`config.mk`:
```
export PLATFORM = sky130hd
export DESIGN_NAME = arc_leak_pulse_qualifier
export DESIGN_NICKNAME = d
export VERILOG_FILES = /design/src/rtl/alpq_pkg.sv /design/src/rtl/alpq_divider.sv /design/src/rtl/arc_leak_pulse_qualifier.sv
export SDC_FILE = /design/constraint.sdc
export NUM_CORES = 2
export LEC_CHECK = 0
export BUFFER_PORTS_ARGS = -buffer_cell sky130_fd_sc_hd__buf_2
export CELL_PAD_IN_SITES_DETAIL_PLACEMENT = 2
export CELL_PAD_IN_SITES_GLOBAL_PLACEMENT = 2
export CORE_MARGIN = 5
export CORE_UTILIZATION = 44
export CTS_BUF_LIST = sky130_fd_sc_hd__clkbuf_4
export DETAILED_ROUTE_END_ITERATION = 12
export MAX_ROUTING_LAYER = met4
export PLACE_DENSITY = 0.95
export SYNTH_ARGS = -nofsm -noshare
export SYNTH_HDL_FRONTEND = slang
export SYNTH_SLANG_ARGS = --single-unit
```
`constraint.sdc`:
```
create_clock -name clk -period 39.1 [get_ports clk]
set_clock_uncertainty 0.15 [all_clocks]
set_input_delay 3.91 -clock clk [delete_from_list [all_inputs] [get_ports clk]]
set_output_delay 3.91 -clock clk [all_outputs]
set_load 0.02 [all_outputs]
```
`src/rtl/alpq_pkg.sv`:
```
package alpq_pkg;
	localparam logic [1:0] OP_EDGE = 2'd0;
	localparam logic [1:0] OP_UPDATE = 2'd1;
	localparam logic [1:0] OP_RESET = 2'd2;

	localparam logic [2:0] CFG_MODE = 3'd0;
	localparam logic [2:0] CFG_CDEB = 3'd1;
	localparam logic [2:0] CFG_CTHR = 3'd2;
	localparam logic [2:0] CFG_CUT = 3'd3;
	localparam logic [2:0] CFG_L25 = 3'd4;
	localparam logic [2:0] CFG_L50 = 3'd5;
	localparam logic [2:0] CFG_L75 = 3'd6;
	localparam logic [2:0] CFG_L100 = 3'd7;

	localparam logic [2:0] SEV_INTACT = 3'd0;
	localparam logic [2:0] SEV_MICRO = 3'd1;
	localparam logic [2:0] SEV_MODERATE = 3'd2;
	localparam logic [2:0] SEV_SEVERE = 3'd3;
	localparam logic [2:0] SEV_TOTAL = 3'd4;
	localparam logic [2:0] SEV_CLEARED = 3'd5;

	localparam logic [31:0] WINDOW_MS = 32'd350;
	localparam logic [31:0] RATE_MS = 32'd1000;
	localparam logic [31:0] HOLD_MS = 32'd150;
	localparam logic [31:0] PULSE_MS = 32'd40;
	localparam logic [15:0] HOLD_RATE = 16'd15;
	localparam logic [31:0] HOLD_HITS = 32'd12;

	typedef struct packed {
		logic       start;
		logic [12:0] dividend;
		logic [7:0] divisor;
	} div_req_t;

	typedef struct packed {
		logic       done;
		logic [12:0] quotient;
	} div_rsp_t;
endpackage

```
`src/rtl/alpq_divider.sv`:
```
module alpq_divider (
	input  logic                clk,
	input  logic                arst_n,
	input  alpq_pkg::div_req_t  req,
	output alpq_pkg::div_rsp_t  rsp
);
	import alpq_pkg::*;

	logic [12:0] quo_q;
	logic [8:0]  rem_q;
	logic [7:0]  dvs_q;
	logic [3:0]  cnt_q;
	logic        busy_q;
	logic        done_q;
	logic [8:0]  trial;
	logic [9:0]  diff;

	assign trial = {rem_q[7:0], quo_q[12]};
	assign diff = {1'b0, trial} - {2'b00, dvs_q};

	always_ff @(posedge clk or negedge arst_n) begin
		if (!arst_n) begin
			busy_q <= 1'b0;
			done_q <= 1'b0;
			cnt_q <= '0;
		end else begin
			done_q <= 1'b0;
			if (req.start) begin
				busy_q <= 1'b1;
				cnt_q <= 4'd13;
			end else if (busy_q) begin
				cnt_q <= cnt_q - 4'd1;
				if (cnt_q == 4'd1) begin
					busy_q <= 1'b0;
					done_q <= 1'b1;
				end
			end
		end
	end

	always_ff @(posedge clk) begin
		if (req.start) begin
			quo_q <= req.dividend;
			dvs_q <= req.divisor;
			rem_q <= '0;
		end else if (busy_q) begin
			if (!diff[9]) begin
				rem_q <= diff[8:0];
				quo_q <= {quo_q[11:0], 1'b1};
			end else begin
				rem_q <= trial;
				quo_q <= {quo_q[11:0], 1'b0};
			end
		end
	end

	assign rsp.done = done_q;
	assign rsp.quotient = quo_q;
endmodule

```
`src/rtl/arc_leak_pulse_qualifier.sv`:
```
// Flow: edge, reset and stopped-update transactions go from ST_UPD to ST_OUT; a
// running update goes through ST_FIN to ST_OUT, and through ST_DIV first when the
// one-second rate check runs the 13-step restoring divider that forms the percent.
// Throughput: one transaction at a time; the input stalls while one is in work.
// Reset: arst_n resets the control registers (lockout 3000 us), not the input captures.
module arc_leak_pulse_qualifier (
	input  logic        clk,
	input  logic        arst_n,
	input  logic        in_valid,
	output logic        in_stall,
	input  logic [1:0]  op,
	input  logic [31:0] now_us,
	input  logic [31:0] now_ms,
	input  logic        running,
	input  logic        coil_has_fired,
	input  logic [6:0]  base_health,
	input  logic        cfg_valid,
	output logic        cfg_ready,
	input  logic [2:0]  cfg_index,
	input  logic [15:0] cfg_data,
	output logic        out_valid,
	input  logic        out_stall,
	output logic        leak_detected,
	output logic [31:0] verified_arcs,
	output logic [15:0] arcs_per_second,
	output logic [6:0]  leak_percent,
	output logic [2:0]  severity,
	output logic [6:0]  health,
	output logic        buzzer
);
	import alpq_pkg::*;

	typedef enum logic [2:0] {
		ST_IDLE, ST_UPD, ST_DIV, ST_FIN, ST_OUT
	} state_t;

	state_t state_q;
	logic [7:0] mode_q, cthr_q, cut_q, l25_q, l50_q, l75_q, l100_q;
	logic [15:0] cdeb_q;
	logic [31:0] raw_hits_q, last_edge_us_q, last_edge_ms_q, win_hits_q, win_ms_q;
	logic [31:0] proc_q, total_q, rate_ms_q, snap_q, off_ms_q;
	logic [15:0] lock_q, rate_q;
	logic [6:0] pct_q, hlt_q;
	logic [2:0] sev_q;
	logic det_q, buz_q;
	logic [1:0] op_q;
	logic [31:0] nus_q, nms_q;
	logic run_q, fire_q;
	logic [6:0] bh_q;
	logic [31:0] win_q;
	logic [7:0] base_q;
	logic [2:0] psev_q;
	logic zfix_q;
	div_req_t dreq;
	div_rsp_t drsp;

	logic [7:0] cut, a25, a50, a75, a100, thr;
	logic [15:0] lock;
	always_comb begin
		cut = (cut_q != 8'd0) ? cut_q : 8'd2;
		a25 = (l25_q > cut) ? l25_q : 8'd5;
		a50 = (l50_q > a25) ? l50_q : 8'd10;
		a75 = (l75_q > a50) ? l75_q : 8'd18;
		a100 = (l100_q > a75) ? l100_q : 8'd25;
		unique case (mode_q)
			8'd1: begin lock = 16'd800; thr = 8'd1; end
			8'd2: begin lock = 16'd1500; thr = 8'd2; end
			8'd4: begin lock = 16'd5000; thr = 8'd8; end
			8'd5: begin
				lock = (cdeb_q >= 16'd100) ? cdeb_q : 16'd3000;
				thr = (cthr_q != 8'd0) ? cthr_q : 8'd4;
			end
			default: begin lock = 16'd3000; thr = 8'd4; end
		endcase
	end

	// Update-step combinational values from the registered item.
	logic wnew, leak, rchk;
	logic [31:0] wh, win, tot_n, snapd;
	logic [15:0] rate_n;
	always_comb begin
		wnew = (nms_q - win_ms_q) >= WINDOW_MS;
		wh = wnew ? raw_hits_q : win_hits_q;
		win = raw_hits_q - wh;
		leak = ((nms_q - last_edge_ms_q) < WINDOW_MS) && (win >= {24'd0, thr});
		tot_n = total_q;
		if (raw_hits_q > proc_q && (leak || thr <= 8'd1))
			tot_n = total_q + (raw_hits_q - proc_q);
		rchk = (nms_q - rate_ms_q) >= RATE_MS;
		snapd = tot_n - snap_q;
		rate_n = snapd[15:0];
	end

	logic [15:0] r16;
	logic [12:0] dvd;
	logic [7:0] dvs;
	always_comb begin
		r16 = (state_q == ST_UPD) ? rate_n : rate_q;
		dvd = '0;
		dvs = 8'd1;
		if (r16 <= {8'd0, a25}) begin
			dvd = 13'(r16[8:0] * 9'd25);
			dvs = a25;
		end else if (r16 <= {8'd0, a50}) begin
			dvd = 13'(8'(r16[7:0] - a25) * 9'd25);
			dvs = a50 - a25;
		end else if (r16 <= {8'd0, a75}) begin
			dvd = 13'(8'(r16[7:0] - a75 + a75 - a50) * 9'd25);
			dvs = a75 - a50;
		end else begin
			dvd = (r16 - {8'd0, a75} > 16'd255) ? 13'h1FFF :
				13'(8'(r16 - {8'd0, a75}) * 9'd25);
			dvs = a100 - a75;
		end
	end

	assign dreq.dividend = dvd;
	assign dreq.divisor = dvs;
	assign dreq.start = (state_q == ST_UPD) && (op_q == OP_UPDATE) && run_q && rchk &&
		!(rate_n < {8'd0, cut} && tot_n == 32'd0);

	alpq_divider u_div (.clk(clk), .arst_n(arst_n), .req(dreq), .rsp(drsp));

	logic [13:0] psum;
	logic [6:0] pfin;
	assign psum = {6'd0, base_q} + {1'b0, drsp.quotient};
	always_comb begin
		pfin = (psum > 14'd100) ? 7'd100 : psum[6:0];
		if (zfix_q && psum == 14'd0) pfin = 7'd10;
	end

	function automatic logic [6:0] cap(input logic [6:0] p, input logic [6:0] h);
		logic [6:0] r;
		r = h;
		if (p >= 7'd75) begin if (h > 7'd20) r = 7'd20; end
		else if (p >= 7'd50) begin if (h > 7'd50) r = 7'd50; end
		else if (p >= 7'd25) begin if (h > 7'd75) r = 7'd75; end
		return r;
	endfunction

	assign in_stall = (state_q != ST_IDLE);
	assign cfg_ready = (state_q == ST_IDLE);
	assign out_valid = (state_q == ST_OUT);
	assign leak_detected = det_q;
	assign verified_arcs = total_q;
	assign arcs_per_second = rate_q;
	assign leak_percent = pct_q;
	assign severity = sev_q;
	assign health = hlt_q;
	assign buzzer = buz_q;

	always_ff @(posedge clk) begin
		if (in_valid && !in_stall) begin
			op_q <= op; nus_q <= now_us; nms_q <= now_ms;
			run_q <= running; fire_q <= coil_has_fired; bh_q <= base_health;
		end
	end

	always_ff @(posedge clk or negedge arst_n) begin
		if (!arst_n) begin
			state_q <= ST_IDLE;
			mode_q <= 8'd3; cdeb_q <= 16'd3000; cthr_q <= 8'd4; cut_q <= 8'd2;
			l25_q <= 8'd5; l50_q <= 8'd10; l75_q <= 8'd18; l100_q <= 8'd25;
			raw_hits_q <= '0; last_edge_us_q <= '0; last_edge_ms_q <= '0;
			lock_q <= 16'd3000; win_hits_q <= '0; win_ms_q <= '0; proc_q <= '0;
			total_q <= '0; rate_ms_q <= '0; snap_q <= '0; rate_q <= '0;
			pct_q <= '0; sev_q <= SEV_INTACT; det_q <= 1'b0; buz_q <= 1'b0;
			off_ms_q <= '0; hlt_q <= '0; win_q <= '0; base_q <= '0;
			psev_q <= SEV_INTACT; zfix_q <= 1'b0;
		end else begin
			if (cfg_valid && cfg_ready) begin
				unique case (cfg_index)
					CFG_MODE: mode_q <= cfg_data[7:0];
					CFG_CDEB: cdeb_q <= cfg_data;
					CFG_CTHR: cthr_q <= cfg_data[7:0];
					CFG_CUT: cut_q <= cfg_data[7:0];
					CFG_L25: l25_q <= cfg_data[7:0];
					CFG_L50: l50_q <= cfg_data[7:0];
					CFG_L75: l75_q <= cfg_data[7:0];
					CFG_L100: l100_q <= cfg_data[7:0];
					default: ;
				endcase
			end
			unique case (state_q)
				ST_IDLE: if (in_valid) state_q <= ST_UPD;
				ST_UPD: begin
					hlt_q <= bh_q;
					if (op_q == OP_UPDATE && run_q)
						state_q <= dreq.start ? ST_DIV : ST_FIN;
					else
						state_q <= ST_OUT;
					priority if (op_q == OP_EDGE) begin
						if ((nus_q - last_edge_us_q) >= {16'd0, lock_q}) begin
							last_edge_us_q <= nus_q;
							raw_hits_q <= raw_hits_q + 32'd1;
							last_edge_ms_q <= nms_q;
						end
					end else if (op_q == OP_RESET) begin
						raw_hits_q <= '0; proc_q <= '0; total_q <= '0;
						last_edge_ms_q <= '0; snap_q <= '0; win_hits_q <= '0;
						win_ms_q <= nms_q; rate_q <= '0; det_q <= 1'b0;
						sev_q <= SEV_CLEARED; buz_q <= 1'b0;
					end else if (op_q == OP_UPDATE && !run_q) begin
						det_q <= 1'b0; buz_q <= 1'b0;
					end else if (op_q == OP_UPDATE) begin
						lock_q <= lock;
						if (wnew) begin win_hits_q <= raw_hits_q; win_ms_q <= nms_q; end
						win_q <= win;
						det_q <= leak;
						if (raw_hits_q > proc_q) proc_q <= raw_hits_q;
						total_q <= tot_n;
						if (rchk) begin
							rate_q <= rate_n;
							snap_q <= tot_n;
							rate_ms_q <= nms_q;
						end
						if (!dreq.start && rchk) begin
							pct_q <= '0; sev_q <= SEV_INTACT;
						end
					end
				end
				ST_DIV: begin
					if (r16 <= {8'd0, a25}) begin
						base_q <= 8'd0; psev_q <= SEV_MICRO; zfix_q <= (r16 >= {8'd0, cut});
					end else if (r16 <= {8'd0, a50}) begin
						base_q <= 8'd25; psev_q <= SEV_MODERATE; zfix_q <= 1'b0;
					end else if (r16 <= {8'd0, a75}) begin
						base_q <= 8'd50; psev_q <= SEV_SEVERE; zfix_q <= 1'b0;
					end else begin
						base_q <= 8'd75; psev_q <= SEV_TOTAL; zfix_q <= 1'b0;
					end
					if (drsp.done) begin
						pct_q <= pfin; sev_q <= psev_q; state_q <= ST_FIN;
					end
				end
				ST_FIN: begin
					hlt_q <= fire_q ? cap(pct_q, bh_q) : bh_q;
					if (det_q) begin
						if (rate_q > HOLD_RATE || win_q > HOLD_HITS) begin
							buz_q <= 1'b1; off_ms_q <= nms_q + HOLD_MS;
						end else if (nms_q > off_ms_q) begin
							buz_q <= 1'b1; off_ms_q <= nms_q + PULSE_MS;
						end
					end else if (nms_q >= off_ms_q) buz_q <= 1'b0;
					state_q <= ST_OUT;
				end
				ST_OUT: if (!out_stall) state_q <= ST_IDLE;
				default: state_q <= ST_IDLE;
			endcase
		end
	end
endmodule

```
# After elaboration in Yosys (flattened, before gate mapping)
# Index checks and enable logic that the tools add are counted.
[classes]
n_addsub = 22
multipliers = 4
order_cmp = 29
eq_ne = 34
n_mux = 108
bitwise_logic = 3
reduce_logical = 59
[ops]
columns = ["op", "count"]
rows = [
  ["$mux W32", 23],
  ["$sub A32 B32 Y32", 6],
  ["$mux W16", 10],
  ["$mux W7", 18],
  ["$mux W8", 10],
  ["$mux W13", 6],
  ["$gt A32 B32 Y1", 2],
  ["$pmux W16 S4", 1],
  ["$le A16 B8 Y1", 3],
  ["$sub A8 B8 Y8", 6],
  ["$mul A8 B5 Y13 const B", 3],
  ["$mux W3", 13],
  ["$add A32 B1 Y32 const B", 1],
  ["$add A32 B32 Y32", 1],
  ["$add A32 B6 Y32 const B", 1],
  ["$add A32 B8 Y32 const B", 1],
  ["$ge A32 B10 Y1 const B", 1],
  ["$ge A32 B16 Y1", 1],
  ["$ge A32 B32 Y1", 1],
  ["$ge A32 B8 Y1", 1],
  ["$ge A32 B9 Y1 const B", 1],
  ["$gt A32 B4 Y1 const B", 1],
  ["$gt A8 B8 Y1", 4],
  ["$logic_not A32 Y1", 1],
  ["other kinds (58)", 143],
]
[word_totals]
ff_bits = 584
elab_cells = 301

# Logic depth before layout (Yosys ltp)
[logic_depth]
ltp_word = 22
ltp_mapped = 68
ltp_nobuf = 66

# Modules after synthesis
# A second synthesis with hierarchy kept.
[unflattened]
hier_cells = 5251
area_unflattened_um2 = 46627.2
[modules_own_cells]
columns = ["module", "instances", "cells_per_inst", "area_each_um2"]
rows = [
  ["arc_leak_pulse_qualifier", 1, 5094, 44786.7],
  ["alpq_divider", 1, 157, 1840.5],
]

# Least setup slack after synthesis
# No wires, ideal clock.
[synth_path]
kind = "flip-flop to flip-flop"
startpoint = "register nms_q[1]"
endpoint = "register u_div.quo_q[12], data pin"
setup_time_ns = 0.268
arrival_ns = 13.319
required_ns = 38.682
path_slack_ns = 25.363
stages_incl_launch_ff = 62
path_cell_list = "edfxtp_1 -> inv_1 -> fa_1 -> and2b_4 -> o311a_4 -> o221ai_1 -> o211ai_1 -> nor3_1 -> or4_1 -> or4b_2 -> a2111oi_0 -> nand4b_1 -> buf_1 -> mux2i_1 -> ha_1 -> nor2b_2 -> o31a_2 -> o21a_1 -> [26 not listed] -> a21oi_1 -> nor2b_1 -> nor2_1 -> xnor2_1 -> xnor2_1 -> fa_1 -> inv_1 -> ha_1 -> a21o_1 -> a21o_1 -> a21oi_1 -> o21bai_1 -> a21oi_1 -> xnor2_1 -> a31oi_1 -> o211ai_1 -> a21oi_1 -> a21oi_1"
[synth_between]
elab_chain_len = 19
elab_cells_between_ends = 39
cone_classes = "10 x add/sub; 4 x mul; 9 x order compare; 8 x mux; 8 x reduce/logical"
[synth_rtl]
columns = ["element", "line_no", "rtl"]
rows = [
  ["start, declared", "arc_leak_pulse_qualifier.sv:47", "logic [31:0] nus_q, nms_q;"],
  ["start signal, assigned", "arc_leak_pulse_qualifier.sv:154", "op_q <= op; nus_q <= now_us; nms_q <= now_ms;"],
  ["$sub A32 B32 Y32 *", "arc_leak_pulse_qualifier.sv:82", "wnew = (nms_q - win_ms_q) >= WINDOW_MS;"],
  ["$ge A32 B9 Y1 *", "arc_leak_pulse_qualifier.sv:82", ""],
  ["$mux W32 *", "--", ""],
  ["$sub A32 B32 Y32 *", "arc_leak_pulse_qualifier.sv:84", "win = raw_hits_q - wh;"],
  ["named net win[6]", "arc_leak_pulse_qualifier.sv:79", "logic [31:0] wh, win, tot_n, snapd;"],
  ["$ge A32 B8 Y1 *", "arc_leak_pulse_qualifier.sv:85", "leak = ((nms_q - last_edge_ms_q) < WINDOW_MS) && (win >= {24'd0, thr});"],
  ["$logic_and A1 B1 Y1 *", "arc_leak_pulse_qualifier.sv:85", ""],
  ["$logic_or A1 B1 Y1 *", "arc_leak_pulse_qualifier.sv:87", "if (raw_hits_q > proc_q && (leak || thr <= 8'd1))"],
  ["[4 not listed]", "--", ""],
  ["$sub A8 B8 Y8", "arc_leak_pulse_qualifier.sv:108, arc_leak_pulse_qualifier.sv:112", ""],
  ["$add A8 B8 Y8", "arc_leak_pulse_qualifier.sv:108", "dvd = 13'(8'(r16[7:0] - a75 + a75 - a50) * 9'd25);"],
  ["$sub A8 B8 Y8", "arc_leak_pulse_qualifier.sv:108", ""],
  ["$mul A8 B5 Y13", "arc_leak_pulse_qualifier.sv:108", ""],
  ["$mux W13", "arc_leak_pulse_qualifier.sv:107", "end else if (r16 <= {8'd0, a75}) begin"],
  ["$mux W13", "arc_leak_pulse_qualifier.sv:104", "end else if (r16 <= {8'd0, a50}) begin"],
  ["$mux W13", "arc_leak_pulse_qualifier.sv:101", "if (r16 <= {8'd0, a25}) begin"],
  ["$mux W13 *", "alpq_divider.sv:42", "if (req.start) begin"],
  ["end signal, assigned", "alpq_divider.sv:43", "quo_q <= req.dividend;"],
  ["end signal, assigned", "alpq_divider.sv:49", "quo_q <= {quo_q[11:0], 1'b1};"],
  ["end signal, assigned", "alpq_divider.sv:52", "quo_q <= {quo_q[11:0], 1'b0};"],
  ["end, declared", "alpq_divider.sv:9", "logic [12:0] quo_q;"],
]
# Mark *: on every way through the listed nets, which the timed path passes. The rest lies on a longest branch.
# A chain may end at the register's enable or synchronous reset.

# Worst setup path after layout
# Ends and elaborated chain as after synthesis.

==> flow_metrics.env <==
export IMPL_status="complete, no violations"
export IMPL_io_buffers=168
export IMPL_fmaxAchievable_mhz=53.89
export IMPL_seq_area_um2=14960
export IMPL_grt_pass1_wl_um=368700
export IMPL_die_y_um=337.1
export IMPL_critPathMostFrequentCell="a21oi_1"
export IMPL_grt_pass1_vias=55791
export IMPL_synth_edf_count=96
export IMPL_core_area_um2=106800
export IMPL_avgSynthCellArea_um2=8.858
export IMPL_start_kind="flop"
export IMPL_track_usage_pct=43.88
export IMPL_syn_cell_area_um2=47090
export IMPL_worstSetupEndpointType="flop"
export IMPL_layout_common_cells="582 x inv_1, 522 x ha_1, 518 x nand2_1, 448 x dfrtp_1, 428 x o21ai_0"
export IMPL_multi_input_area_um2=29230
export IMPL_place_area_um2=49450
export IMPL_rsz0062_at_grt="no"
export IMPL_fp_dieArea_um2=113700
export IMPL_drv_cap=0
export IMPL_synth_cell_type_count=123
export IMPL_rows=120
export IMPL_slew_viol_final=0
export IMPL_post_cts_buffers=0
export IMPL_cts_sinks=579
export IMPL_drt_pass1_iterations=10
export IMPL_synthArstFlopShare_pct=82.04
export IMPL_wl_met1_um=88970
export IMPL_clkTransAtPathRegs_ns=0.07
export IMPL_wl_met3_um=20590
export IMPL_fill_cells=11409
export IMPL_path_max_fanout=32
export IMPL_cp_required_ns=39.85
export IMPL_yosys_area_top_type="dfrtp_1"
export IMPL_max_slew_margin_rel_pct=7.354
export IMPL_max_stage_delay_ns=0.86
export IMPL_vias_per_cell=6.989
export IMPL_synth_nets=6002
export IMPL_die_w_um=337.1
export IMPL_fin_crit_ns=18.56
export IMPL_synthCells=5316
export IMPL_avgRoutedWirePerCell_um=35.84
export IMPL_synth_main_ff_cell="dfrtp_1"
export IMPL_first_iter_violations=4893
export IMPL_drive_gt1_share_pct=13.68
export IMPL_setup_viol=0
export IMPL_yosys_area_top_type_share_pct=23.81
export IMPL_dp_cells=6761
export IMPL_cts_buffers=173
export IMPL_initial_core_util_pct=44.11
export IMPL_met2_length_um=121000
export IMPL_cts_max_level=4
export IMPL_antenna_found_initial=10
export IMPL_cts_hold_buf=0
export IMPL_drcViolationCount=0
export IMPL_insertion_delay_ns=1.25
export IMPL_dpl_hpwl_um=157600
export IMPL_tns_ns=0
export IMPL_finalNonFillerCells=7093
export IMPL_synth_seq_cells=579
export IMPL_hold_class="reg -> reg"
export IMPL_nets=6219
export IMPL_crit_slowest_cell="o311ai_4"
export IMPL_hold_violations=0
export IMPL_syn_to_final_growth_pct=9.868
export IMPL_ctsLongestPathBuffers=3
export IMPL_grt_overflow=0
export IMPL_crit_family="compound AO/OA/AOI/OAI gates"
export IMPL_fin_area_um2=51740
export IMPL_vias=49572
export IMPL_crit_type="reg -> reg"
export IMPL_routed_wl_um=254200
export IMPL_cts_repair_resize_count=0
export IMPL_final_common_cell="inv_1"
export IMPL_fin_crit_sh_pct=47.46
export IMPL_grt_max_degree=84
export IMPL_ant_nets=0
export IMPL_ios=169
export IMPL_top_layer="met4"
export IMPL_ys_top_cells_by_area="dfrtp_1 24%, ha_1 14%, edfxtp_1 6.1%, inv_1 4.6%, o21ai_0 4.5%"
export IMPL_cp_num_buf_inv=5
export IMPL_arrival_ns=19.30
export IMPL_cts_root_buffer="clkbuf_4"
export IMPL_yosys_warnings=0
export IMPL_seq_area_frac_synth_pct=31.78
export IMPL_worst_slew_pin_slew_ns=1.379
export IMPL_place_congestion=0.9122
export IMPL_tritoncts="built"
[layout make-up]
cell class | instances | share of cell area, %
diodes | 18 | 0.08706
clock buffers | 257 | 3.729
clock inverters | 57 | 0.6022
inverters | 583 | 4.230
multi-input cells | 3966 | 56.49
flip-flops and latches | 579 | 28.92
well taps | 1403 | 3.393
repair buffers | 230 | 2.544
[cell usage after synthesis (110+ instances only)]
library cell and number:
a21oi_1 330, xnor2_1 133, dfrtp_1 448, clkbuf_1 143, nand2_1 519, ha_1 524, mux2_2 156, inv_1 582
o21ai_0 428, a21o_1 138, mux2i_1 110, nor2_1 249
[per-layer routing]
layer / global-route usage [%] / vias up
li1: - / 19468
met1: 45.58 / 24824
met2: 73.07 / 3563
met3: 10.27 / 1717
met4: 32.02 / 0
met5: - / -
[tightest hold or removal path, delay by kind of cell, from the launching register on]
kind / cells / cell delay, ns
DFF: 1 / 0.34
and+or+nand+nor: 1 / 0.05
AOI/OAI and AO/OA: 1 / 0.06
[metrics by stage]
stage          util (%)  hold WS (ns)  setup WS, ns
6_report          48.46        0.3292         20.54
5_1_grt           48.46        0.3842         20.38
4_1_cts           48.42        0.3380         21.57
3_5_place_dp      46.32        0.3218         22.70
3_3_place_gp      46.32        0.3097         23.99
2_1_floorplan         -        0.2901         25.36
[flip-flops by register name (all words and copies together) (netlist names), 13 cells and up]
register,cells
lock_q,16
nus_q,32
nms_q,32
last_edge_ms_q,32
arcs_per_second,16
verified_arcs,32
last_edge_us_q,32
snap_q,16
win_q,32
off_ms_q,32
u_div.quo_q,13
raw_hits_q,32
proc_q,32
win_ms_q,32
rate_ms_q,32
cdeb_q,16
win_hits_q,32
[cells by family after synthesis]
logic type                 Yosys count  synth area share, %
DFF                                579                31.78
and+or+nand+nor                   1452                15.25
xor gates and xnor gates           228                4.241
muxes                              281                6.427
buffers and inverters              771                6.332
AOI/OAI and AO/OA                 1418                19.38
adders and majority gates          587                16.60
[final timing paths]
check | slack (ns) | depth (start not counted) | to | startpoint
worst max-delay path | 20.54 | 61 | u_div.quo_q[12]$_DFFE_PP_ | nms_q[1]$_DFFE_PP_
worst min-delay path | 0.33 | 2 | health[1]$_DFFE_PN0P_ | health[1]$_DFFE_PN0P_
worst max register to register | 20.54 | 61 | u_div.quo_q[12]$_DFFE_PP_ | nms_q[1]$_DFFE_PP_
worst min register to register | 0.33 | 2 | health[1]$_DFFE_PN0P_ | health[1]$_DFFE_PN0P_
max in group asynchronous | 32.64 | 4 | last_edge_us_q[29]$_DFFE_PN0P_ | arst_n
min in group asynchronous | 2.59 | 1 | leak_percent[4]$_DFFE_PN0P_ | arst_n
Power is not shown: default switching activity piles up to over one toggle a cycle in this logic, so the estimate is an artifact.
